`src/ecg_morphological_extremum_detector_macros.svh`:
```
// Assertion macros for the ECG extremum detector.
// Used by the top level; expects clk and rst_n in scope.
`ifndef ECG_MORPHOLOGICAL_EXTREMUM_DETECTOR_MACROS_SVH
`define ECG_MORPHOLOGICAL_EXTREMUM_DETECTOR_MACROS_SVH

// clocked check, off while reset is asserted
`define EMD_ASSERT(label, prop, msg) \
  label: assert property (@(posedge clk) disable iff (!rst_n) prop) else $error(msg);

// clocked check, also active during reset
`define EMD_ASSERT_ALWAYS(label, prop, msg) \
  label: assert property (@(posedge clk) prop) else $error(msg);

`endif

```
`src/emd_pkg.sv`:
```
// Package for the ECG extremum detector: defaults, widths, codes, states.
// No dependencies.
`default_nettype none

package emd_pkg;

  localparam int STORE_DEPTH_D = 256;
  localparam int RING_DEPTH_D  = 64;
  localparam int HALF_WINDOW_D = 8;
  localparam int LOOK_BACK_D   = 16;
  localparam int LAP_MODULUS_D = 16;

  localparam int SAMPLE_W = 12;
  localparam int THR_W    = 13;
  localparam int XF_W     = 14;
  localparam int STAT_W   = 2;
  localparam int POS_W    = 8;
  localparam int LAP_W    = 4;
  localparam int SLOT_W   = 6;
  localparam int CFG_IDX_W = 2;

  localparam logic [THR_W-1:0] PEAK_THR_RST = 13'd140;
  localparam logic [THR_W-1:0] WAVE_THR_RST = 13'd5;

  localparam logic [CFG_IDX_W-1:0] REG_PEAK_THR = 2'd0;
  localparam logic [CFG_IDX_W-1:0] REG_WAVE_THR = 2'd1;

  localparam logic [STAT_W-1:0] STAT_NONE  = 2'd0;
  localparam logic [STAT_W-1:0] STAT_LEARN = 2'd1;
  localparam logic [STAT_W-1:0] STAT_READY = 2'd2;

  typedef enum logic [2:0] {
    ST_CLEAR,
    ST_IDLE,
    ST_SCAN,
    ST_XFORM,
    ST_DECIDE
  } state_t;

endpackage

`default_nettype wire

```
`src/ecg_morphological_extremum_detector.sv`:
```
// ECG extremum detector: sample store, shared window max/min scanner,
// transform and extremum decision. Depends on emd_pkg and the macro header.
//
//  channel | direction | handshake               | payload
//  --------+-----------+-------------------------+------------------------------
//  in      | input     | in_valid / in_stall     | in_sample
//  out     | output    | out_valid / out_stall   | status, extremum fields, slot
//  cfg     | input     | cfg_valid / cfg_ready   | cfg_index, cfg_data
//
// Each sample runs through the accept state, then three window scans of
// 2*HALF_WINDOW+2 reads through the single store read port, each plus a pipeline
// step and a transform step, then the decision state.
// After reset a clearing pass zeroes the store; in_stall is high meanwhile. A new
// sample is taken while a result waits in the output register; the decision
// cycle holds until that register is free.
`default_nettype none

`include "ecg_morphological_extremum_detector_macros.svh"

module ecg_morphological_extremum_detector #(
  parameter int STORE_DEPTH = emd_pkg::STORE_DEPTH_D,
  parameter int RING_DEPTH  = emd_pkg::RING_DEPTH_D,
  parameter int HALF_WINDOW = emd_pkg::HALF_WINDOW_D,
  parameter int LOOK_BACK   = emd_pkg::LOOK_BACK_D,
  parameter int LAP_MODULUS = emd_pkg::LAP_MODULUS_D
) (
  input  wire logic                                clk,
  input  wire logic                                rst_n,
  input  wire logic                                in_valid,
  output logic                                     in_stall,
  input  wire logic signed [emd_pkg::SAMPLE_W-1:0] in_sample,
  output logic                                     out_valid,
  input  wire logic                                out_stall,
  output logic [emd_pkg::STAT_W-1:0]               out_status,
  output logic [emd_pkg::POS_W-1:0]                out_extremum_position,
  output logic [emd_pkg::LAP_W-1:0]                out_extremum_lap,
  output logic signed [emd_pkg::XF_W-1:0]          out_extremum_value,
  output logic                                     out_extremum_is_max,
  output logic [emd_pkg::SLOT_W-1:0]               out_ring_slot,
  input  wire logic                                cfg_valid,
  output logic                                     cfg_ready,
  input  wire logic [emd_pkg::CFG_IDX_W-1:0]       cfg_index,
  input  wire logic [emd_pkg::THR_W-1:0]           cfg_data
);
  import emd_pkg::*;

  localparam int AW    = $clog2(STORE_DEPTH);
  localparam int RW    = $clog2(RING_DEPTH);
  localparam int LW    = $clog2(LAP_MODULUS);
  localparam int NREAD = 2 * HALF_WINDOW + 2;
  localparam int CW    = $clog2(NREAD + 1);

  localparam logic [AW:0]   DEPTH_C  = (AW+1)'(STORE_DEPTH);
  localparam logic [AW:0]   LB_OFF   = (AW+1)'(STORE_DEPTH - (LOOK_BACK % STORE_DEPTH));
  localparam logic [AW:0]   HW_OFF   = (AW+1)'(STORE_DEPTH - (HALF_WINDOW % STORE_DEPTH));
  localparam logic [AW:0]   ONE_C    = (AW+1)'(1);
  localparam logic [AW-1:0] LAST_IDX = AW'(STORE_DEPTH - 1);
  localparam logic [CW-1:0] NREAD_C  = CW'(NREAD);
  localparam logic [LW-1:0] LAP_LAST = LW'(LAP_MODULUS - 1);
  localparam logic [RW-1:0] RING_LAST = RW'(RING_DEPTH - 1);

  // a < depth, b <= depth
  function automatic logic [AW-1:0] add_mod(input logic [AW-1:0] a, input logic [AW:0] b);
    logic [AW:0] s;
    s = {1'b0, a} + b;
    if (s >= DEPTH_C) s = s - DEPTH_C;
    return s[AW-1:0];
  endfunction

  function automatic logic [LW-1:0] lap_inc(input logic [LW-1:0] v);
    return (v == LAP_LAST) ? '0 : v + LW'(1);
  endfunction

  function automatic logic [RW-1:0] ring_inc(input logic [RW-1:0] v);
    return (v == RING_LAST) ? '0 : v + RW'(1);
  endfunction

  state_t state_r, state_nxt;

  logic [THR_W-1:0] peak_thr_r, wave_thr_r;

  logic [SAMPLE_W-1:0]        store_mem [STORE_DEPTH];
  logic signed [SAMPLE_W-1:0] rd_data_r;
  logic [AW-1:0]              rd_addr;
  logic                       mem_we;
  logic [AW-1:0]              mem_waddr;
  logic [SAMPLE_W-1:0]        mem_wdata;

  logic [AW-1:0] clr_cnt_r;
  logic [AW-1:0] wp_r;
  logic [LW-1:0] lap_r;
  logic [RW-1:0] ring_idx_r;
  logic          learning_r;
  logic signed [XF_W-1:0] plat_prev_r;

  logic [AW-1:0] c_r, start_r, pos_r;
  logic [CW-1:0] cnt_r;
  logic [1:0]    cidx_r;
  logic signed [SAMPLE_W-1:0] x_r, mx_r, mn_r;
  logic signed [XF_W-1:0]     a_r, b_r, e_r;

  logic in_acc, load_out;
  logic [AW-1:0] wp_inc, j_new;
  logic [AW:0]   rd_off;

  // transform
  logic signed [14:0] dsum;
  logic signed [18:0] dext, prod;
  logic signed [XF_W-1:0] xf_val;

  // decision
  logic [XF_W-1:0] mag;
  logic passes, strict_ext, plat_end, is_max, found, learn_nxt;
  logic [LW-1:0] lap_sel;
  logic [RW-1:0] ring_nxt;
  logic [AW+POS_W-1:0] pos_ext;
  logic [LW+LAP_W-1:0] lap_ext;
  logic [RW+SLOT_W-1:0] slot_ext;

  assign cfg_ready = 1'b1;
  assign in_acc    = in_valid && !in_stall;
  assign wp_inc    = add_mod(wp_r, ONE_C);
  assign j_new     = add_mod(wp_inc, LB_OFF);
  assign rd_off    = (AW+1)'(cnt_r) - ONE_C;
  assign rd_addr   = (cnt_r == '0) ? c_r : add_mod(start_r, rd_off);

  always_comb begin
    dsum   = {{3{mx_r[SAMPLE_W-1]}}, mx_r} + {{3{mn_r[SAMPLE_W-1]}}, mn_r}
           - {{2{x_r[SAMPLE_W-1]}}, x_r, 1'b0};
    dext   = {{4{dsum[14]}}, dsum};
    prod   = (dext <<< 3) + (dext <<< 1);
    xf_val = prod[17:4];
  end

  always_comb begin
    mag        = b_r[XF_W-1] ? -b_r : b_r;
    passes     = (mag > {1'b0, peak_thr_r}) || (mag > {1'b0, wave_thr_r});
    strict_ext = ((b_r > e_r && b_r > a_r) || (b_r < e_r && b_r < a_r)) && passes;
    plat_end   = (b_r == a_r) && ((plat_prev_r < b_r && b_r > e_r) ||
                                  (plat_prev_r > b_r && b_r < e_r)) && passes;
    found      = strict_ext || plat_end;
    is_max     = strict_ext ? (b_r > e_r && b_r > a_r) : (plat_prev_r < b_r && b_r > e_r);
    lap_sel    = (pos_r != '0) ? lap_r : lap_inc(lap_r);
    ring_nxt   = ring_inc(ring_idx_r);
    learn_nxt  = learning_r && (ring_nxt != '0);
    pos_ext    = {{POS_W{1'b0}}, pos_r};
    lap_ext    = {{LAP_W{1'b0}}, lap_sel};
    slot_ext   = {{SLOT_W{1'b0}}, ring_idx_r};
  end

  // next state
  always_comb begin
    state_nxt = state_r;
    unique case (state_r)
      ST_CLEAR:  if (clr_cnt_r == LAST_IDX) state_nxt = ST_IDLE;
      ST_IDLE:   if (in_valid) state_nxt = ST_SCAN;
      ST_SCAN:   if (cnt_r == NREAD_C) state_nxt = ST_XFORM;
      ST_XFORM:  state_nxt = (cidx_r == 2'd2) ? ST_DECIDE : ST_SCAN;
      ST_DECIDE: if (!out_valid || !out_stall) state_nxt = ST_IDLE;
      default:   state_nxt = ST_CLEAR;
    endcase
  end

  // control outputs
  always_comb begin
    in_stall  = 1'b1;
    mem_we    = 1'b0;
    mem_waddr = wp_r;
    mem_wdata = in_sample;
    load_out  = 1'b0;
    unique case (state_r)
      ST_CLEAR: begin
        mem_we    = 1'b1;
        mem_waddr = clr_cnt_r;
        mem_wdata = '0;
      end
      ST_IDLE: begin
        in_stall = 1'b0;
        mem_we   = in_valid;
      end
      ST_DECIDE: load_out = !out_valid || !out_stall;
      default: ;
    endcase
  end

  always_ff @(posedge clk) begin
    if (mem_we) store_mem[mem_waddr] <= mem_wdata;
    rd_data_r <= store_mem[rd_addr];
  end

  always_ff @(posedge clk) begin
    if (!rst_n) begin
      state_r     <= ST_CLEAR;
      clr_cnt_r   <= '0;
      peak_thr_r  <= PEAK_THR_RST;
      wave_thr_r  <= WAVE_THR_RST;
      wp_r        <= '0;
      lap_r       <= '0;
      ring_idx_r  <= '0;
      learning_r  <= 1'b1;
      plat_prev_r <= '0;
      out_valid   <= 1'b0;
      cnt_r       <= '0;
      cidx_r      <= '0;
    end else begin
      state_r <= state_nxt;
      if (cfg_valid && cfg_ready) begin
        unique case (cfg_index)
          REG_PEAK_THR: peak_thr_r <= cfg_data;
          REG_WAVE_THR: wave_thr_r <= cfg_data;
          default: ;
        endcase
      end
      if (state_r == ST_CLEAR) clr_cnt_r <= clr_cnt_r + AW'(1);
      if (load_out) out_valid <= 1'b1;
      else if (out_valid && !out_stall) out_valid <= 1'b0;
      if (in_acc) begin
        wp_r    <= wp_inc;
        c_r     <= j_new;
        start_r <= add_mod(j_new, HW_OFF);
        cnt_r   <= '0;
        cidx_r  <= '0;
        if (j_new == '0) lap_r <= lap_inc(lap_r);
      end
      if (state_r == ST_SCAN) begin
        cnt_r <= (cnt_r == NREAD_C) ? '0 : cnt_r + CW'(1);
        if (cnt_r == CW'(1)) begin
          x_r <= rd_data_r;
        end else if (cnt_r == CW'(2)) begin
          mx_r <= rd_data_r;
          mn_r <= rd_data_r;
        end else if (cnt_r > CW'(2)) begin
          if (rd_data_r > mx_r) mx_r <= rd_data_r;
          if (rd_data_r < mn_r) mn_r <= rd_data_r;
        end
      end
      if (state_r == ST_XFORM) begin
        case (cidx_r)
          2'd0:    a_r <= xf_val;
          2'd1:    b_r <= xf_val;
          default: e_r <= xf_val;
        endcase
        if (cidx_r == 2'd0) pos_r <= add_mod(c_r, ONE_C);
        cidx_r  <= cidx_r + 2'd1;
        c_r     <= add_mod(c_r, ONE_C);
        start_r <= add_mod(start_r, ONE_C);
      end
      if (load_out) begin
        if (b_r == e_r && b_r != a_r && passes) plat_prev_r <= a_r;
        if (found) begin
          ring_idx_r <= ring_nxt;
          learning_r <= learn_nxt;
        end
      end
    end
  end

  // result payload
  always_ff @(posedge clk) begin
    if (load_out) begin
      if (found) begin
        out_status            <= learn_nxt ? STAT_LEARN : STAT_READY;
        out_extremum_position <= pos_ext[POS_W-1:0];
        out_extremum_lap      <= lap_ext[LAP_W-1:0];
        out_extremum_value    <= b_r;
        out_extremum_is_max   <= is_max;
        out_ring_slot         <= slot_ext[SLOT_W-1:0];
      end else begin
        out_status            <= STAT_NONE;
        out_extremum_position <= '0;
        out_extremum_lap      <= '0;
        out_extremum_value    <= '0;
        out_extremum_is_max   <= 1'b0;
        out_ring_slot         <= '0;
      end
    end
  end

  `EMD_ASSERT(a_scan_bound, state_r == ST_SCAN |-> cnt_r <= NREAD_C, "scan counter overrun")
  `EMD_ASSERT(a_learn_wrap, $fell(learning_r) |-> ring_idx_r == '0, "learning cleared off wrap")
  `EMD_ASSERT(a_ring_step, !$stable(ring_idx_r) |-> $past(load_out), "ring index moved without result")
  `EMD_ASSERT(a_none_clean, out_valid && out_status == STAT_NONE |-> out_ring_slot == '0 && out_extremum_value == '0, "empty result not cleared")

endmodule

`default_nettype wire
```
`config.mk`:
```
export PLATFORM = sky130hd
export DESIGN_NAME = ecg_morphological_extremum_detector
export DESIGN_NICKNAME = d
export VERILOG_FILES = /design/src/emd_pkg.sv /design/src/ecg_morphological_extremum_detector.sv
export VERILOG_INCLUDE_DIRS = /design/src /design/src/src
export SDC_FILE = /design/constraint.sdc
export NUM_CORES = 2
export LEC_CHECK = 0
export CELL_PAD_IN_SITES_DETAIL_PLACEMENT = 0
export CELL_PAD_IN_SITES_GLOBAL_PLACEMENT = 1
export CORE_MARGIN = 4
export CORE_UTILIZATION = 56
export DETAILED_ROUTE_END_ITERATION = 7
export DONT_BUFFER_PORTS = 1
export HOLD_SLACK_MARGIN = 0.06
export PLACE_DENSITY_LB_ADDON = 0.1
export SYNTH_ARGS = -nofsm -noshare
export SYNTH_HDL_FRONTEND = slang
export SYNTH_SLANG_ARGS = --single-unit
export TNS_END_PERCENT = 50
```
`constraint.sdc`:
```
create_clock -name clk -period 6.6 [get_ports clk]
set_input_delay 1.32 -clock clk [delete_from_list [all_inputs] [get_ports clk]]
set_output_delay 1.32 -clock clk [all_outputs]
set_load 0.01 [all_outputs]
```
==> summary.txt <==
Finish
  • Final Net Count: 7501
  • Commonest non-fill, non-tap cell in the layout: edfxtp_1
  • Area of the multi-input gates: roughly 31000 µm²
  • Area growth syn-to-layout: 12.4%
  • Fill cells: roughly 16000
  • Share of layout cells above drive strength 1: 0.199
  • Commonest non-fill, non-tap cells in the layout: edfxtp_1, mux4_2, a21oi_1, nand2_1, nor2_1
  • Reg area: about 98000 µm²

Run
  • Max-cap violations: 2

STA
  • Final clock period utilization by the worst path: 0.946
  • Worst Clk Skew: 0.0679 ns
  • Worst Tran Pin Value: about 1.5 ns
  • # setup viols final: 0
  • RSZ-0062 raised after global routing: no
  • Final hold slack: roughly 0.46 ns
  • Relative slew slack: -0.0397
  • Min cycle time layout: ~6.2 ns
  • Setup TNS: 0 ns
  • Final Hold Fails: 0
  • Max-slew violations: 2
  • Max Freq: 160 MHz

Yosys
  • Ys flop type: edfxtp_1
  • Distinct cells, synth: 75
  • Syn avg cell area: between 15 and 20 µm²
  • FF+latch count, synth: approximately 3300
  • Ys Warns: 0
  • Syn Nets: a little over 7000
  • Cell Area, Synth: 131000 µm²
  • Post-synthesis sequential area ratio: 0.749
  • Post-synth EDFFs: between 3000 and 4000
  • Async set-or-reset flop fraction in the synthesized netlist: 0
  • Syn Inst Count: between 7000 and 8000

CTS
  • CTS resizes: 0
  • Clock-pin transition on the worst setup and hold timing paths: roughly 0.06 ns
  • Root Buffer: clkbuf_16
  • Clk buf depth: 4
  • CTS Buf Count: 345
  • CTS tree: yes
  • CTS H-tree depth: 5
  • Postcts setup bufs: 0
  • Clock Latency Late Sink: ~0.95 ns
  • Clk sinks: between 3000 and 4000
  • Hold Buf Count CTS: 0

Global route
  • Vias in the first global route: around 68000
  • GR peak layer: met2
  • Largest net degree at the start of global routing: around 170
  • Met1 usage: 0.420
  • M2 GR Usage: 0.449
  • Initial antenna violation count: 15
  • GR Util met3: 0.0609
  • Overflow after GRT: 0
  • Total Routing Usage GR: 0.293
  • First-pass GRT wire length: between 500 and 600 mm

Route
  • DRC Markers: 0
  • Avg WL per Cell: 33.2 µm
  • Router iterations before antenna repair: 7
  • Via/cell ratio: roughly 6.5
  • Final ANT Viol Nets: 0
  • Routed via count: ~70000
  • Drt initial violations: ~9700
  • Routed wire length: 355 mm

Power
  • Cell leakage power: ~48 nW
  • Logic pwr share: 0.140
  • Sw frac: 0.262
  • Sw Pwr: between 0.01 and 0.015 W
  • Total Power: between 0.05 and 0.06 W
  • Sequential power share: 0.490
  • Power per cell area: 345 nW/µm²
  • Clock network fraction of design power: 0.370
  • Power Internal: approximately 0.037 W
  • Peak supply drop: roughly 300 µV

Critical path
  • Crit-path max cell delay: ~1.3 ns
  • Buffers and inverters on the worst path: 1
  • Worst path depth: 12
  • Critical path required time: roughly 7.4 ns
  • Crit-path slowest cell: nor4b_1
  • Critical-path cell list: inv_1, ha_1, or4b_1, nand2_1, ha_1, a21boi_1, or4_1, nand3_1, nand2_1, a21oi_1, nor4b_1, nor4_1
  • Setup crit end kind: register
  • Critical-path maximum fanout: 20
  • Top delay family on crit path: simple AND/OR/NAND/NOR gates
  • Crit Path Category: reg -> reg
  • CP arrival: 6.99 ns
  • Register-to-Register Path Depth: 12
  • Startpoint Class: register

Floorplanning
  • I/O pin cnt: 70
  • Core area: roughly 230000 µm²
  • Die area: approximately 240000 µm²
  • Die H: ~500 µm
  • Width of the die: 492 µm
  • Starting density of the core: 0.563
  • # rows: 177

Placement
  • DP HPWL: 217 mm
  • GP Congestion: roughly 0.9
  • Number of port buffers: 0

Hold path
  • Hold crit path type: reg -> reg
  • Hold Path Depth: 2

Run status
  • Failing checks: capacitance limit, slew limit
  • Status: finished, violations left
[power groups by stage]
stage / registers [W] / logic (W) / clock network, W
finish: 0.0249 / 0.00709 / 0.0188
global route: 0.0249 / 0.00741 / 0.0199
CTS: 0.0248 / 0.00707 / 0.0190
detailed placement: 0.0253 / 0.00705 / 0
global placement: 0.0253 / 0.00693 / 0
floorplan: 0.0254 / 0.00372 / 0
[cells in the mapped netlist, types with 10 or more instances]
library cell  number  share of area
o21ai_0          103         0.0039
fa_1              14         0.0021
edfxtp_1        3209           0.74
buf_2            146         0.0056
and2_1            34         0.0016
nor2_1           365          0.010
nand2_1          407          0.012
a21o_1            36         0.0021
buf_4             30         0.0017
a22o_1            10        0.00067
nand4_1           27         0.0013
nor2b_1           11        0.00053
xor2_1            26         0.0017
a21oi_1          395          0.015
a211oi_1          10        0.00057
a22oi_1          343          0.020
nor3_1            45         0.0017
nand2b_1          14        0.00067
dfxtp_1           90          0.014
a31oi_1           22         0.0011
buf_1             38         0.0011
mux4_2           654           0.11
and3_1            23         0.0011
nor4b_1           11        0.00074
mux2i_1           64         0.0049
nand3b_1          15        0.00086
nor4_1            41         0.0020
o31ai_1           11        0.00063
a31o_2            10        0.00067
xnor2_1           50         0.0033
nand3_1           88         0.0034
a221oi_1          94         0.0063
inv_1            151         0.0043
ha_1             142          0.014
clkbuf_1         193         0.0055
o21a_1            17        0.00097
[sequential cells by signal (all words and copies together), names as in the netlist, 8 cells and up]
register / cells
e_r: 14
c_r: 8
x_r: 12
start_r: 8
b_r: 14
a_r: 14
mn_r: 12
pos_r: 8
store_mem: 3072
clr_cnt_r: 8
mx_r: 12
plat_prev_r: 14
out_extremum_value: 14
wp_r: 8
wave_thr_r: 13
rd_data_r: 12
out_extremum_position: 8
peak_thr_r: 13
[layout make-up]
cell class | count | share of cell area
flip-flops and latches | 3299 | 0.667
repair buffers | 329 | 0.0204
well taps | 3132 | 0.0266
clock buffers | 434 | 0.0619
diodes | 12 | 0.000204
multi-input cells | 3185 | 0.209
clock inverters | 171 | 0.0113
inverters | 153 | 0.00390
[layer usage]
layer  vias up  part of all wire
met3       642             0.094
met2      3611              0.47
li1      29200                 -
met5         -           0.00076
met4         6             0.044
met1     36700              0.39
[cells by family (layout without fill, tap and decap cells)]
family,Yosys count,in the layout,synth area share
flops,3299,3299,0.749
simple gates,1121,1121,0.0384
compound gates,1111,1111,0.0554
mux,720,720,0.117
buf+inv,565,1087,0.0187
fa+ha+maj,156,156,0.0157
xor+xnor,76,76,0.00508
other cells,1,13,0.0000286
[metrics by stage]
stage,instance area (µm²),util,std cells,worst slack [ns]
floorplan,131000,-,7049,1.04
global placement,136000,0.586,10100,0.292
detailed placement,136000,0.586,10100,0.375
CTS,147000,0.632,10700,0.334
global route,147000,0.632,10700,0.113
finish,147000,0.633,10700,0.359
[final timing paths]
kind / from / to / slack, ns
min: wave_thr_r[10] / wave_thr_r[10] / 0.46
max reg2reg: cnt_r[0] / rd_data_r[0] / 0.36
max: cnt_r[0] / rd_data_r[0] / 0.36
min reg2reg: wave_thr_r[10] / wave_thr_r[10] / 0.46
[worst reg2reg max path, cell delays in order (launching register included)]
cell	delay, ns
dfxtp_1	0.36
inv_1	0.19
ha_1	0.27
or4b_1	0.69
nand2_1	0.14
ha_1	0.16
a21boi_1	0.49
or4_1	0.25
nand3_1	0.53
nand2_1	1.15
a21oi_1	0.44
nor4b_1	1.33
nor4_1	0.11
Note: power is estimated with default switching activity, not from simulation.
